**src/rtl/assert_macros.svh**
```systemverilog
// Assertion helpers shared by the RTL.
`ifndef ASSERT_MACROS_SVH
`define ASSERT_MACROS_SVH

// Same-cycle implication.
`define ASSERT_IMPLIES(label, clk, rst, ante, cons, msg) \
  label: assert property (@(posedge clk) disable iff (rst) (ante) |-> (cons)) \
    else $error(msg);

// Next-cycle implication.
`define ASSERT_NEXT(label, clk, rst, ante, cons, msg) \
  label: assert property (@(posedge clk) disable iff (rst) (ante) |=> (cons)) \
    else $error(msg);

`endif

```
**src/rtl/dpnm_pkg.sv**
```systemverilog
package dpnm_pkg;

  localparam int PIXEL_BITS     = 16;
  localparam int SUM_BITS       = PIXEL_BITS + 3;
  localparam int CNT_BITS       = 4;
  localparam int CFG_BITS       = 13;
  localparam int CFG_INDEX_BITS = 8;
  localparam int ROW_BITS       = CFG_BITS + 1;
  localparam int MAX_WIDTH_DEF  = 4096;

  localparam logic [CFG_BITS-1:0] FRAME_DIM_RESET = CFG_BITS'(1024);

  localparam logic [CFG_INDEX_BITS-1:0] REG_FRAME_WIDTH  = CFG_INDEX_BITS'(0);
  localparam logic [CFG_INDEX_BITS-1:0] REG_FRAME_HEIGHT = CFG_INDEX_BITS'(1);

  typedef enum logic [2:0] {
    ST_IDLE,
    ST_LOAD,
    ST_SUM,
    ST_DIV,
    ST_EMIT
  } state_t;

  typedef struct packed {
    logic signed [PIXEL_BITS-1:0] pixel_value;
    logic                         pixel_good;
    logic                         flush;
  } pix_in_t;

  typedef struct packed {
    logic signed [PIXEL_BITS-1:0] clean_value;
    logic                         replaced;
    logic                         no_good_neighbour;
    logic                         frame_last;
  } pix_out_t;

  // One stored sample, good flag on top.
  typedef struct packed {
    logic                         good;
    logic signed [PIXEL_BITS-1:0] value;
  } entry_t;

  // Line store word: two rows above the incoming one at a given column.
  typedef struct packed {
    entry_t upper;
    entry_t lower;
  } pair_t;

  typedef struct packed {
    entry_t top;
    entry_t mid;
    entry_t bot;
  } column_t;

  // Which neighbour rows and columns lie inside the image.
  typedef struct packed {
    logic top;
    logic bottom;
    logic left;
    logic right;
  } mask_t;

  typedef struct packed {
    entry_t                     centre;
    logic signed [SUM_BITS-1:0] sum;
    logic [CNT_BITS-1:0]        count;
  } nbr_t;

endpackage

```
**src/rtl/dpnm_window.sv**
```systemverilog
module dpnm_window (
  input  logic              clk,
  input  logic              load,
  input  dpnm_pkg::column_t col,
  input  dpnm_pkg::mask_t   mask,
  output dpnm_pkg::nbr_t    nbr
);

  localparam int PIXEL_BITS = dpnm_pkg::PIXEL_BITS;
  localparam int SUM_BITS   = dpnm_pkg::SUM_BITS;
  localparam int CNT_BITS   = dpnm_pkg::CNT_BITS;

  // prev1 holds the centre column, prev2 the one to its left
  dpnm_pkg::column_t prev1;
  dpnm_pkg::column_t prev2;

  dpnm_pkg::entry_t           ent [8];
  logic [7:0]                 sel;
  logic signed [SUM_BITS-1:0] sum;
  logic [CNT_BITS-1:0]        count;

  always_comb begin
    ent[0] = prev2.top;  sel[0] = mask.left & mask.top;
    ent[1] = prev2.mid;  sel[1] = mask.left;
    ent[2] = prev2.bot;  sel[2] = mask.left & mask.bottom;
    ent[3] = prev1.top;  sel[3] = mask.top;
    ent[4] = prev1.bot;  sel[4] = mask.bottom;
    ent[5] = col.top;    sel[5] = mask.right & mask.top;
    ent[6] = col.mid;    sel[6] = mask.right;
    ent[7] = col.bot;    sel[7] = mask.right & mask.bottom;
  end

  always_comb begin
    sum   = '0;
    count = '0;
    for (int i = 0; i < 8; i++) begin
      if (sel[i] && ent[i].good) begin
        sum   = sum + {{(SUM_BITS-PIXEL_BITS){ent[i].value[PIXEL_BITS-1]}}, ent[i].value};
        count = count + CNT_BITS'(1);
      end
    end
  end

  always_ff @(posedge clk) begin
    if (load) begin
      nbr.centre <= prev1.mid;
      nbr.sum    <= sum;
      nbr.count  <= count;
      prev2      <= prev1;
      prev1      <= col;
    end
  end

endmodule

```
**config.mk**
```make
export PLATFORM = sky130hd
export DESIGN_NAME = dpnm_window
export DESIGN_NICKNAME = d
export VERILOG_FILES = /design/src/rtl/assert_macros.svh /design/src/rtl/dpnm_pkg.sv /design/src/rtl/dpnm_window.sv
export SDC_FILE = /design/constraint.sdc
export NUM_CORES = 1
export LEC_CHECK = 0
export BUFFER_PORTS_ARGS = -buffer_cell sky130_fd_sc_hd__buf_2
export CORE_MARGIN = 2
export CORE_UTILIZATION = 63
export CTS_BUF_LIST = sky130_fd_sc_hd__clkbuf_4
export DETAILED_ROUTE_END_ITERATION = 6
export PLACE_DENSITY = 0.9
export SYNTH_ARGS = -nofsm -noshare
export SYNTH_HDL_FRONTEND = slang
export SYNTH_SLANG_ARGS = --single-unit
```
**constraint.sdc**
```tcl
create_clock -name clk -period 12.3 [get_ports clk]
set_input_delay 1.23 -clock clk [delete_from_list [all_inputs] [get_ports clk]]
set_output_delay 1.23 -clock clk [all_outputs]
set_load 0.01 [all_outputs]
```
==> impl_metrics.yaml <==
die:
  floorplan.die_area_um2: 20200
  initial_core_util: 0.641
  floorplan.io_pins: 97
  dieHeight_um: 142
  die_w_um: 142
  coreArea_um2: 18700
  row_count: 50
timing:
  totalNegativeSetupSlack_ns: 0
  worst_slew_pin_slew_ns: 1.08
  hold_viol_final: 0
  finClkSkew_ns: 0.0259
  number_of_pins_with_negative_max_slew_slack_in_the_final_report: 0
  final.hold.worst_slack_ns: 0.427
  finalWorstPathRequiredPeriod_ns: 11.76
  slew_headroom: 0.282
  fmax_mhz: 85.0
  setup_viol: 0
  finalCritPeriodShare: 0.956
routing:
  via_density: 6.48
  wl_per_cell_um: 19.3
  sum_of_routed_wire_length_over_all_layers_um: 31600
  post-route-drc-count: 0
  firstDrtPassIters: 7
  antenna_left: 0
  route.vias.total: 10600
  dr.first_iter.drc_count: 992
power_and_ir_drop:
  ir_worst_vdd_mv: 0.130
  power_density_nw_per_um2: 139
  power_leakage_nw: 5.71
grt:
  gr-total-overflow: 0
  largest_net_degree_at_the_start_of_global_routing: 65
  grt_pass1_vias: 10100
  first_pass_grt_wire_length_um: 49400
  antenna_found_initial: 1
  groute.usage.overall: 0.311
synth:
  synth_area_leader_cell: "sky130_fd_sc_hd__edfxtp_1"
  postSynthAreaPerCell_um2: 9.09
  synth_sequential_area_ratio: 0.313
  ys.warnings.count: 0
  post_synth_inst_count: 1320
  syn-cell-area_um2: 12000
  post_synth_top_flop: "sky130_fd_sc_hd__edfxtp_1"
  yosys-top-cells-count: "sky130_fd_sc_hd__ha_1, sky130_fd_sc_hd__edfxtp_1, sky130_fd_sc_hd__nand2_1, sky130_fd_sc_hd__nor2_1, sky130_fd_sc_hd__a21oi_1"
  postSynthNetCount: 1520
  synth_edf_count: 125
  synth_most_common_cell: "sky130_fd_sc_hd__ha_1"
  synth.area.top_cells: "sky130_fd_sc_hd__edfxtp_1, sky130_fd_sc_hd__ha_1, sky130_fd_sc_hd__xnor2_1, sky130_fd_sc_hd__a21oi_1, sky130_fd_sc_hd__nand2_1"
  ys_seq_elements: 125
  yosys.area.top_type_share: 0.313
  asyncSetResetFlopFracSynth: 0
  number_of_distinct_library_cell_variants_in_the_gate_level_netlist_after_synthesis: 78
worst_setup_path:
  critical_path.endpoint_type: "flip-flop"
  critical-path-top-cell-by-count: "sky130_fd_sc_hd__ha_1"
  crit_path_end: "nbr[22]"
  kind_of_launch_point_of_the_worst_setup_path: "input port"
  timing.critical_path.slowest_stage_cell: "sky130_fd_sc_hd__a221o_1"
  cpPeakStageDelay_ns: 0.38
  arrival_ns: 12.09
  timing.rr.start: "ent[135]"
  critPathMaxFanout: 6
  worst_ep_required_time_ns: 12.63
  critical_path.reg2reg.endpoint: "nbr[22]"
  critical_path_class: "input port to flip-flop"
  reg2reg_slack_ns: 0.73
  worstRegToRegCells: 57
  cp-startpoint: "mask[3]"
layout:
  drive_gt1_frac: 0.142
  finalCoreUtilization: 0.688
  syn_to_final_growth_pct: 7.30
  design.final.nets: 1593
  non_filler_instance_count_after_layout: 1640
clock_tree:
  cts-buffers-inserted: 17
  clkSlewWorstSetupHoldPaths_ns: 0.12
  tritoncts_clock_tree: "yes"
  ctsHtreeMaxLevel: 4
  clk_path_buf_depth: 2
  cts_hold_repair.buffers: 0
  worstSkewPairLatency_ns: 0.60
  clock_sinks: 125
  cts.root.buffer_cell: "sky130_fd_sc_hd__clkbuf_4"
job:
  max_cap_viol_count: 0
run_status:
  outcome: "completed"
worst_hold_path:
  min-delay-path-class: "flip-flop to flip-flop"
place:
  placed_cells: 1605
  place.port_buffers: 96
  routability_congestion_estimate: 0.995
  dp_hpwl_um: 24400
[layout make-up]
cell class	instances	area, um^2
antenna	1	2.50
clock inverter	14	121
tap	234	293
timing repair buffer	111	596
clock buffer	17	128
inverter	55	206
fill	1374	5840
multi-input combinational	1083	7770
sequential	125	3750
[where the power goes]
group	internal (mW)	switching, mW	leakage, nW
sequential	0.525	0.0279	1.23
clock	0.0988	0.177	0.135
combinational	0.413	0.542	4.35
total	1.04	0.746	5.71
[cells in the final DEF (no fill, tap or decap), types with 23 or more instances in the layout]
| cell | Yosys | final |
|---|---|---|
| sky130_fd_sc_hd__nand2b_1 | 24 | 24 |
| sky130_fd_sc_hd__buf_2 | 4 | 95 |
| sky130_fd_sc_hd__a31oi_1 | 26 | 25 |
| sky130_fd_sc_hd__nand2_1 | 122 | 122 |
| sky130_fd_sc_hd__edfxtp_1 | 125 | 125 |
| sky130_fd_sc_hd__xnor2_1 | 66 | 66 |
| sky130_fd_sc_hd__nand3_1 | 23 | 23 |
| sky130_fd_sc_hd__a21oi_1 | 101 | 100 |
| sky130_fd_sc_hd__a21o_1 | 49 | 49 |
| sky130_fd_sc_hd__inv_1 | 54 | 54 |
| sky130_fd_sc_hd__o21ai_0 | 78 | 77 |
| sky130_fd_sc_hd__xor2_1 | 50 | 49 |
| sky130_fd_sc_hd__nor2_1 | 109 | 109 |
| sky130_fd_sc_hd__ha_1 | 137 | 135 |
| sky130_fd_sc_hd__mux2_2 | 28 | 28 |
| sky130_fd_sc_hd__o21a_1 | 23 | 23 |
[what timing repair did]
action,CTS,global route
buffers inserted,0,3
resized for setup,0,9
endpoints found under the hold margin,0,0
setup endpoints to repair,0,2
[logic make-up after synthesis]
logic type      share of synthesized area
compound gates                      0.217
xor+xnor                           0.0866
fa+ha+maj                           0.155
buf+inv                            0.0427
flops                               0.313
mux                                0.0346
simple gates                        0.151
[through the flow]
stage / setup WS (ns) / power, mW / cell area, um^2
CTS: 0.380 / 1.75 / 12800
global placement: 0.110 / 1.44 / 12600
finish: 0.537 / 1.78 / 12900
global route: -0.0410 / 1.89 / 12900
floorplan: 0.924 / 1.27 / 12000
detailed placement: -0.156 / 1.48 / 12600
[sequential cells by signal (all words and copies together) (netlist names)]
register / flops
nbr: 23
prev1: 17
ent: 85
[layer usage]
metal | vias to the layer above | share of wire | wire, um | track usage
li1 | 5020 | - | - | -
met1 | 4998 | 0.41 | 12900 | 0.418
met2 | 559 | 0.47 | 15000 | 0.518
met3 | 58 | 0.10 | 3180 | 0.0488
met4 | 0 | 0.020 | 624 | 0.0974
met5 | - | 0 | 0 | 0
[worst min path at each step]
stage / startpoint / endpoint / slack [ns] / cells past startpoint
floorplan: prev1[17] / ent[102] / 0.40 / 0
global placement: prev1[29] / ent[114] / 0.40 / 0
detailed placement: prev1[22] / ent[107] / 0.40 / 0
CTS: prev1[30] / ent[115] / 0.43 / 0
global route: prev1[17] / ent[102] / 0.43 / 0
finish: prev1[30] / ent[115] / 0.43 / 0
[critical path, delay by kind of cell]
family                   cells  cell delay (ns)
buffers and inverters        2             0.19
AND/OR/NAND/NOR             18             2.95
adder cells (fa/ha/maj)      8             2.41
XOR/XNOR                     6             0.90
AO/OA/AOI/OAI               24             4.39
(Power assumes the default switching activity.)
