### config.mk
export PLATFORM = sky130hd
export DESIGN_NAME = dpnm_divider
export DESIGN_NICKNAME = d
export VERILOG_FILES = /design/src/rtl/assert_macros.svh /design/src/rtl/dpnm_pkg.sv /design/src/rtl/dpnm_divider.sv
export SDC_FILE = /design/constraint.sdc
export NUM_CORES = 1
export LEC_CHECK = 0
export ABC_CLOCK_PERIOD_IN_PS = 5600
export BUFFER_PORTS_ARGS = -buffer_cell sky130_fd_sc_hd__buf_2
export CAP_MARGIN = 20
export CORE_MARGIN = 3
export CORE_UTILIZATION = 25
export CTS_BUF_LIST = sky130_fd_sc_hd__clkbuf_4 sky130_fd_sc_hd__clkbuf_8
export CTS_CLUSTER_DIAMETER = 150
export DETAILED_ROUTE_END_ITERATION = 16
export SLEW_MARGIN = 20
export SYNTH_ARGS = -nofsm -noshare
export SYNTH_HDL_FRONTEND = slang
export SYNTH_SLANG_ARGS = --single-unit
### constraint.sdc
create_clock -name clk -period 5.6 [get_ports clk]
set_input_delay 0.84 -clock clk [delete_from_list [all_inputs] [get_ports clk]]
set_output_delay 0.84 -clock clk [all_outputs]
set_load 0.1 [all_outputs]
### src/rtl/assert_macros.svh
// Assertion helpers shared by the RTL.
`ifndef ASSERT_MACROS_SVH
`define ASSERT_MACROS_SVH

// Same-cycle implication.
`define ASSERT_IMPLIES(label, clk, rst, ante, cons, msg) \
  label: assert property (@(posedge clk) disable iff (rst) (ante) |-> (cons)) \
    else $error(msg);

// Next-cycle implication.
`define ASSERT_NEXT(label, clk, rst, ante, cons, msg) \
  label: assert property (@(posedge clk) disable iff (rst) (ante) |=> (cons)) \
    else $error(msg);

`endif

### src/rtl/dpnm_pkg.sv
package dpnm_pkg;

  localparam int PIXEL_BITS     = 16;
  localparam int SUM_BITS       = PIXEL_BITS + 3;
  localparam int CNT_BITS       = 4;
  localparam int CFG_BITS       = 13;
  localparam int CFG_INDEX_BITS = 8;
  localparam int ROW_BITS       = CFG_BITS + 1;
  localparam int MAX_WIDTH_DEF  = 4096;

  localparam logic [CFG_BITS-1:0] FRAME_DIM_RESET = CFG_BITS'(1024);

  localparam logic [CFG_INDEX_BITS-1:0] REG_FRAME_WIDTH  = CFG_INDEX_BITS'(0);
  localparam logic [CFG_INDEX_BITS-1:0] REG_FRAME_HEIGHT = CFG_INDEX_BITS'(1);

  typedef enum logic [2:0] {
    ST_IDLE,
    ST_LOAD,
    ST_SUM,
    ST_DIV,
    ST_EMIT
  } state_t;

  typedef struct packed {
    logic signed [PIXEL_BITS-1:0] pixel_value;
    logic                         pixel_good;
    logic                         flush;
  } pix_in_t;

  typedef struct packed {
    logic signed [PIXEL_BITS-1:0] clean_value;
    logic                         replaced;
    logic                         no_good_neighbour;
    logic                         frame_last;
  } pix_out_t;

  // One stored sample, good flag on top.
  typedef struct packed {
    logic                         good;
    logic signed [PIXEL_BITS-1:0] value;
  } entry_t;

  // Line store word: two rows above the incoming one at a given column.
  typedef struct packed {
    entry_t upper;
    entry_t lower;
  } pair_t;

  typedef struct packed {
    entry_t top;
    entry_t mid;
    entry_t bot;
  } column_t;

  // Which neighbour rows and columns lie inside the image.
  typedef struct packed {
    logic top;
    logic bottom;
    logic left;
    logic right;
  } mask_t;

  typedef struct packed {
    entry_t                     centre;
    logic signed [SUM_BITS-1:0] sum;
    logic [CNT_BITS-1:0]        count;
  } nbr_t;

endpackage

### src/rtl/dpnm_divider.sv
module dpnm_divider (
  input  logic                                  clk,
  input  logic                                  rst,
  input  logic                                  start,
  input  logic signed [dpnm_pkg::SUM_BITS-1:0]  dividend,
  input  logic [dpnm_pkg::CNT_BITS-1:0]         divisor,
  output logic                                  busy,
  output logic                                  done,
  output logic signed [dpnm_pkg::PIXEL_BITS-1:0] quotient
);

  localparam int PIXEL_BITS = dpnm_pkg::PIXEL_BITS;
  localparam int SUM_BITS   = dpnm_pkg::SUM_BITS;
  localparam int CNT_BITS   = dpnm_pkg::CNT_BITS;
  localparam int STEP_BITS  = $clog2(SUM_BITS);

  logic [SUM_BITS-1:0]  shreg;
  logic [CNT_BITS-1:0]  rem;
  logic [CNT_BITS-1:0]  dvs;
  logic                 neg;
  logic [STEP_BITS-1:0] steps;

  logic [SUM_BITS-1:0]   mag_in;
  logic [CNT_BITS:0]     trial;
  logic [CNT_BITS:0]     diff;
  logic                  fits;
  logic [PIXEL_BITS-1:0] q_lo;

  // Restoring division on the magnitude, one quotient bit per cycle
  assign mag_in = dividend[SUM_BITS-1] ? (SUM_BITS'(0) - dividend) : dividend;
  assign trial  = {rem, shreg[SUM_BITS-1]};
  assign fits   = trial >= {1'b0, dvs};
  assign diff   = trial - {1'b0, dvs};

  // Truncate toward zero: negate the magnitude quotient afterwards
  assign q_lo     = shreg[PIXEL_BITS-1:0];
  assign quotient = neg ? (PIXEL_BITS'(0) - q_lo) : q_lo;

  always_ff @(posedge clk) begin
    if (rst) begin
      busy  <= 1'b0;
      done  <= 1'b0;
      steps <= '0;
    end else begin
      done <= 1'b0;
      if (start) begin
        busy  <= 1'b1;
        steps <= '0;
      end else if (busy) begin
        steps <= steps + STEP_BITS'(1);
        if (steps == STEP_BITS'(SUM_BITS - 1)) begin
          busy <= 1'b0;
          done <= 1'b1;
        end
      end
    end
  end

  always_ff @(posedge clk) begin
    if (start) begin
      shreg <= mag_in;
      rem   <= '0;
      dvs   <= divisor;
      neg   <= dividend[SUM_BITS-1];
    end else if (busy) begin
      shreg <= {shreg[SUM_BITS-2:0], fits};
      rem   <= fits ? diff[CNT_BITS-1:0] : trial[CNT_BITS-1:0];
    end
  end

endmodule

==> results of run 1 <==
[cell type report]
class                      instances  area share
multi-input combinational        193       0.474
clock buffer                       7      0.0328
clock inverter                     1     0.00182
timing repair buffer              43      0.0784
sequential                        35       0.343
tap                              108      0.0492
inverter                          15      0.0205
[cells by family (layout without fill, tap and decap cells)]
| group | count (synthesis) | in the layout | share of synthesized area |
|---|---|---|---|
| mux | 1 | 1 | 0.00425 |
| fa+ha+maj | 9 | 9 | 0.0510 |
| compound gates | 59 | 59 | 0.167 |
| xor+xnor | 29 | 29 | 0.108 |
| buf+inv | 29 | 66 | 0.0478 |
| simple gates | 95 | 95 | 0.223 |
| flops | 35 | 35 | 0.399 |
[worst min-delay path, delay by kind of cell, from the launching register on]
family        cells  cell delay, ns
flops             1            0.34
simple gates      1            0.07
xor+xnor          1            0.07
[state kept, by name, summed over array words and instances (netlist names)]
signal,count
shreg,19
steps,5
dvs,4
rem,4
busy,1
done,1
neg,1
[per-stage QoR]
step           instances  power, uW  instance area, sq um   util  worst slack, ns
3_5_place_dp         394        674                  2650  0.297             2.42
4_1_cts              402        876                  2750  0.307             2.10
6_report             402        867                  2750  0.307             2.12
5_1_grt              402        913                  2750  0.307             2.01
2_1_floorplan        257        613                  2360      -             1.98
3_3_place_gp         394        672                  2650  0.297             2.40
[Yosys cell counts, types with 5 or more instances]
master	count	area share
inv_1	15	0.024
nor3_1	8	0.017
clkbuf_1	11	0.018
edfxtp_1	24	0.31
a31oi_1	5	0.013
nor2_1	22	0.035
a21oi_1	17	0.036
o41ai_1	6	0.022
o31ai_1	6	0.019
xnor2_1	17	0.063
o21ai_0	11	0.023
xor2_1	12	0.045
nand2b_1	5	0.013
nand3_1	7	0.015
nand2_1	10	0.016
ha_1	8	0.042
or3_1	11	0.029
dfxtp_1	11	0.093
nand4_1	5	0.013
[metal layers]
metal	global-route usage	vias up
li1	-	1022
met1	0.132	922
met2	0.184	41
met3	0.0291	4
met4	0.0269	0
met5	0	-
[report_power, final]
part	total [uW]	internal, uW	leakage, uW	switching (uW)
logic	335	77.3	0.000666	258
clock network	199	104	0.0000517	94.7
registers	333	307	0.000328	25.7
[worst max path at each step]
| stage | endpoint | slack, ns | cells past startpoint |
|---|---|---|---|
| 2_1_floorplan | quotient[1] | 1.98 | 2 |
| 3_3_place_gp | quotient[15] | 2.40 | 5 |
| 3_5_place_dp | quotient[15] | 2.42 | 5 |
| 4_1_cts | quotient[15] | 2.10 | 5 |
| 5_1_grt | quotient[15] | 2.01 | 5 |
| 6_report | quotient[15] | 2.12 | 5 |
==> results.md, run 1 <==
- Area of the multi-input gates: 0.00130 sq mm
- Flops & latches, synth: 35
- Crit Path Max Fanout: 5
- Highest metal used: met4
- RSZ-0062 raised after global routing: false
- Gr ovfl total: 0
- Worst path max stage delay: ~0.55 ns
- Clk root buf: clkbuf_8
- GP Congestion: approximately 0.8
- Most common cell after layout, fill and taps aside: buf_2
- CTS sink count: 35
- Die height: between 100 and 150 microns
- Clock buffer count from CTS: 5
- Chip width: around 100 microns
- Leak: 0.00105 uW
- Slew margin rel.: 0.436
- # setup viols final: 0
- Hold Fails Final Rpt: 0
- Hold WS: about 0.52 ns
- CP Capture Type: output pin
- Setup Fix Bufs, Post-CTS: 0
- Io pins: 44
- Tot GR Track Use: 0.107
- Area Growth Syn to Fin: 16.5%
- Met1 wire length: between 2000 and 2500 microns
- WS Path Type: reg -> out
- DRT iter0 DRCs: 149
- Synth cell types: 47
- Max IR drop VDD: 0.101 mV
- CTS H-tree depth: 2
- Later-pin clock latency in the skew report: ~0.28 ns
- Clock Path Buffers: 2
- Syn_nets: 292
- Post-synthesis sequential area ratio: 0.399
- Hold Crit Start: steps[4]
- Reg area: roughly 940 sq um
- Max Fclk: approximately 290 MHz
- RR Startpoint: busy
- Critical path launch point type: register
- Worst-Margin Slew: approximately 0.84 ns
- Mapped Area: about 0.0024 sq mm
- Initial antenna violation count: 0
- TritonCTS clock tree: yes
- Worst Reg-to-Reg Cells: 2
- Synth async-reset ratio: 0
- Port bufs: 43
- Net count, final: around 330
- Worst Hold Depth: 2
- Worst hold endpoint: steps[4]
- Yosys synthesis warning count: 0
- Wire length on met3: 303 microns
- Number of diodes: 0
- Buffers & Inverters on Critical Path: 1
- Drt drc: 0
- Critical Path AT: 2.64 ns
- Post-cts resize count: 0
- Clock-pin slew on the worst setup and hold paths: around 0.07 ns
- Primary FF master, synth: edfxtp_1
- DR vias/cell: 4.95
- Crit path required time: 4.76 ns
- Most frequent cells in the layout: buf_2 (43), edfxtp_1 (24), nor2_1 (22)
- Synth Instances: 257
- FILL cells: approximately 940
- Met2 wire length: roughly 2700 microns
- Hold buffers post-CTS: 0
- Largest net degree at the start of global routing: 51
- PD cells: 316 mW/mm^2
- Post-synth EDFFs: 24
- Die area: approximately 0.011 sq mm
- Skew final: about 0.0071 ns
- Maxcap violations: 0
- Setup_tns: 0 ns
- Final min period: around 3.5 ns
- Final period util: 0.621
- Rows: 34
- Antenna Violating Nets Remaining: 0
- Starting Density: 0.264
- Share of layout cells above drive strength 1: 0.204
- CORE AREA: a little under 0.009 sq mm
- Post-Syn Area per Cell: 9.17 sq um
- WL per Instance: 13.7 microns
- First-pass GRT wire length: approximately 9000 microns
- Final HPWL from detailed placement: between 4000 and 5000 microns
- Top delay family on crit path: simple AND/OR/NAND/NOR gates
- Pins Over Slew Limit: 0
- WL final: between 5000 and 6000 microns
- Vias in the first global route: approximately 1900
- Drt pass-1 iters: 4
- Status: completed
- Crit path from: shreg[2]
- Vias: 1989
- Critical R2R Capture: shreg[3]
- CP max-delay cell: or3b_2
- Hold/Removal Path Class: reg -> reg
- FF-to-FF setup slack: ~3.7 ns
- Critical path cell sequence: or3_1 > or3b_2 > o41ai_1 > xnor2_1 > buf_2
Power figures use the tool's default switching activity.
==> run 2, diff against run 1 <==
--- a/config.mk
+++ b/config.mk
@@ -5,7 +5,8 @@
 export SDC_FILE = /design/constraint.sdc
 export NUM_CORES = 1
 export LEC_CHECK = 0
-export ABC_CLOCK_PERIOD_IN_PS = 5600
+export ABC_AREA = 1
+export ABC_CLOCK_PERIOD_IN_PS = 3600
 export BUFFER_PORTS_ARGS = -buffer_cell sky130_fd_sc_hd__buf_2
 export CAP_MARGIN = 20
 export CORE_MARGIN = 3
==> constraint.sdc (replaced) <==
create_clock -name clk -period 3.6 [get_ports clk]
set_input_delay 0.54 -clock clk [delete_from_list [all_inputs] [get_ports clk]]
set_output_delay 0.54 -clock clk [all_outputs]
set_load 0.1 [all_outputs]
==> run 2 against run 1 <==
  * Non-clock buffer count unchanged
  * Sequential share of layout area down 1.2 points
  * Count of clock-buffer cells in the layout unchanged
  * Critical endpoint is now quotient[14]
  * Sequential power up 53%
  * Highest routed layer is now met5
  * First-iteration DRC count down 19%
  * Routed wire length up 1.4%
  * Synthesized area up 4.0%
  * Largest power group unchanged
  * Power up 56%
==> results.md, run 2 <==
- Starting Density: 0.261
- Clock Path Buffers: 2
- CTS H-tree depth: 2
- Synth Instances: around 330
- Vias in the first global route: approximately 2100
- Post-Syn Area per Cell: between 7 and 8 sq um
- Drt pass-1 iters: 4
- CP Capture Type: output pin
- Worst-Margin Slew: around 0.85 ns
- Slew margin rel.: 0.430
- First-pass GRT wire length: 9410 microns
- WL per Instance: roughly 11 microns
- Tot GR Track Use: 0.105
- Die height: between 100 and 150 microns
- Status: completed
- Clock buffer count from CTS: 5
- Post-synthesis sequential area ratio: 0.384
- Mapped Area: around 0.0024 sq mm
- Initial antenna violation count: 1
- Antenna Violating Nets Remaining: 0
- PD cells: approximately 480 mW/mm^2
- Setup_tns: 0 ns
- Yosys synthesis warning count: 0
- Met2 wire length: around 2700 microns
- Hold Fails Final Rpt: 0
- Flops & latches, synth: 35
- DR vias/cell: roughly 4.3
- WL final: between 5000 and 6000 microns
- Largest net degree at the start of global routing: 26
- Leak: ~0.0013 uW
- Highest metal used: met5
- Gr ovfl total: 0
- Most common cell after layout, fill and taps aside: nand2_1
- Final min period: approximately 2.6 ns
- Final period util: 0.723
- Post-synth EDFFs: 24
- Synth async-reset ratio: 0
- Final HPWL from detailed placement: about 4500 microns
- Synth cell types: 31
- Crit Path Max Fanout: 3
- Later-pin clock latency in the skew report: around 0.28 ns
- Largest registers: shreg x19, steps x5
- Maxcap violations: 0
- Wire length on met3: between 300 and 400 microns
- Post-synthesis compound-gate area fraction: 0.100
- Met1 wire length: between 2000 and 2500 microns
- Max IR drop VDD: around 0.15 mV
- Adder-cell share of the synthesized area: 0.0490
- Tot Pwr: 1360 uW
- Die area: about 0.011 sq mm
- Vias: roughly 2200
- Rows: 35
- Critical Path AT: around 2.1 ns
- WS Path Type: reg -> out
- Net count, final: ~400
- Max FFs per register: 19
- Number of diodes: 0
- Post-Synth Simple-Gate Area: 0.303
- Crit path required time: 3.06 ns
- Commonest cells in the netlist: nand2_1 (83), inv_1 (45), nand3_1 (30)
- Critical path launch point type: register
- Xor and xnor area share after synthesis: 0.0679
- CORE AREA: 0.00937 sq mm
- Synth area leader: edfxtp_1
- Synth area leaders: edfxtp_1 (29%), nand2_1 (13%), dfxtp_1 (9.0%)
- Hold/Removal Path Class: in -> reg
- Most frequent cells in the layout: nand2_1 (83), inv_1 (45), buf_2 (43)
- Clk root buf: clkbuf_8
- RSZ-0062 raised after global routing: false
- Share of layout cells above drive strength 1: 0.190
- Pins Over Slew Limit: 0
- Post-cts resize count: 0
- Io pins: 44
- Setup Fix Bufs, Post-CTS: 0
- Area Growth Syn to Fin: 16.3%
- Port bufs: between 40 and 50
- CTS sink count: 35
- GP Congestion: a little over 0.8
- Primary FF master, synth: edfxtp_1
- Syn_nets: 362
- TritonCTS clock tree: yes
- Clock-pin slew on the worst setup and hold paths: ~0.07 ns
- Multiplexer share of the synthesized area: 0
- Drt drc: 0
- Skew final: a little under 0.007 ns
- Largest family of logic cells by synthesized area: simple AND/OR/NAND/NOR gates
- Top-area cell type share of the netlist area: 0.294
- DRT iter0 DRCs: roughly 120
- Count leader, synth: nand2_1
- FILL cells: 1042
- Hold buffers post-CTS: 0
- # setup viols final: 0
- Max Fclk: 384 MHz
- Top reg by flops: shreg
- Chip width: about 100 microns
-- run 2: stage by stage --
stage                util  setup WS (ns)  instances  area (sq um)  hold WS [ns]
CTS                 0.304          0.974        498          2850         0.421
global route        0.304          0.823        498          2850         0.418
global placement    0.295           1.35        490          2760         0.444
finish              0.304          0.998        498          2850         0.430
floorplan               -          0.363        327          2450         0.427
detailed placement  0.295           1.29        490          2760         0.462
-- run 2: final cells by class --
cell class / instances / area, sq um / area share
clock inverter: 1 / 5.00 / 0.00176
sequential: 35 / 941 / 0.330
timing repair buffer: 43 / 215 / 0.0755
tap: 129 / 161 / 0.0567
inverter: 45 / 169 / 0.0593
multi-input combinational: 238 / 1270 / 0.447
clock buffer: 7 / 83.8 / 0.0294
-- run 2: cells by family after synthesis --
group           after synthesis
fa+ha+maj                     9
simple gates                168
xor+xnor                     19
buf+inv                      54
compound gates               42
flops                        35
-- run 2: worst max-delay path, cell delays in order, from the launching register on --
cell and delay (ns):
edfxtp_1 0.41, inv_1 0.10, ha_1 0.18, nand4_1 0.15, nor2_2 0.17, nand3_1 0.11
nand2_2 0.09, nand3_1 0.08, nand2_1 0.07, buf_2 0.42
-- run 2: final timing paths --
check | from | end | slack (ns) | depth (start not counted)
max | shreg[1] | quotient[14] | 1.0 | 9
min | divisor[0] | dvs[0] | 0.43 | 1
max reg2reg | busy | shreg[12] | 1.94 | 2
min reg2reg | rem[3] | rem[3] | 0.47 | 2
-- run 2: power by group --
part           internal, uW  switching [uW]  total, uW  leakage [uW]
sequential              478            32.2        511      0.000333
combinational           116             442        558      0.000930
clock                   151             136        287     0.0000491
total                   745             611       1360       0.00131
-- run 2: per-layer routing --
layer | global-route usage | up-vias
li1 | - | 1140
met1 | 0.122 | 971
met2 | 0.180 | 37
met3 | 0.0303 | 9
met4 | 0.0450 | 2
met5 | 0 | -
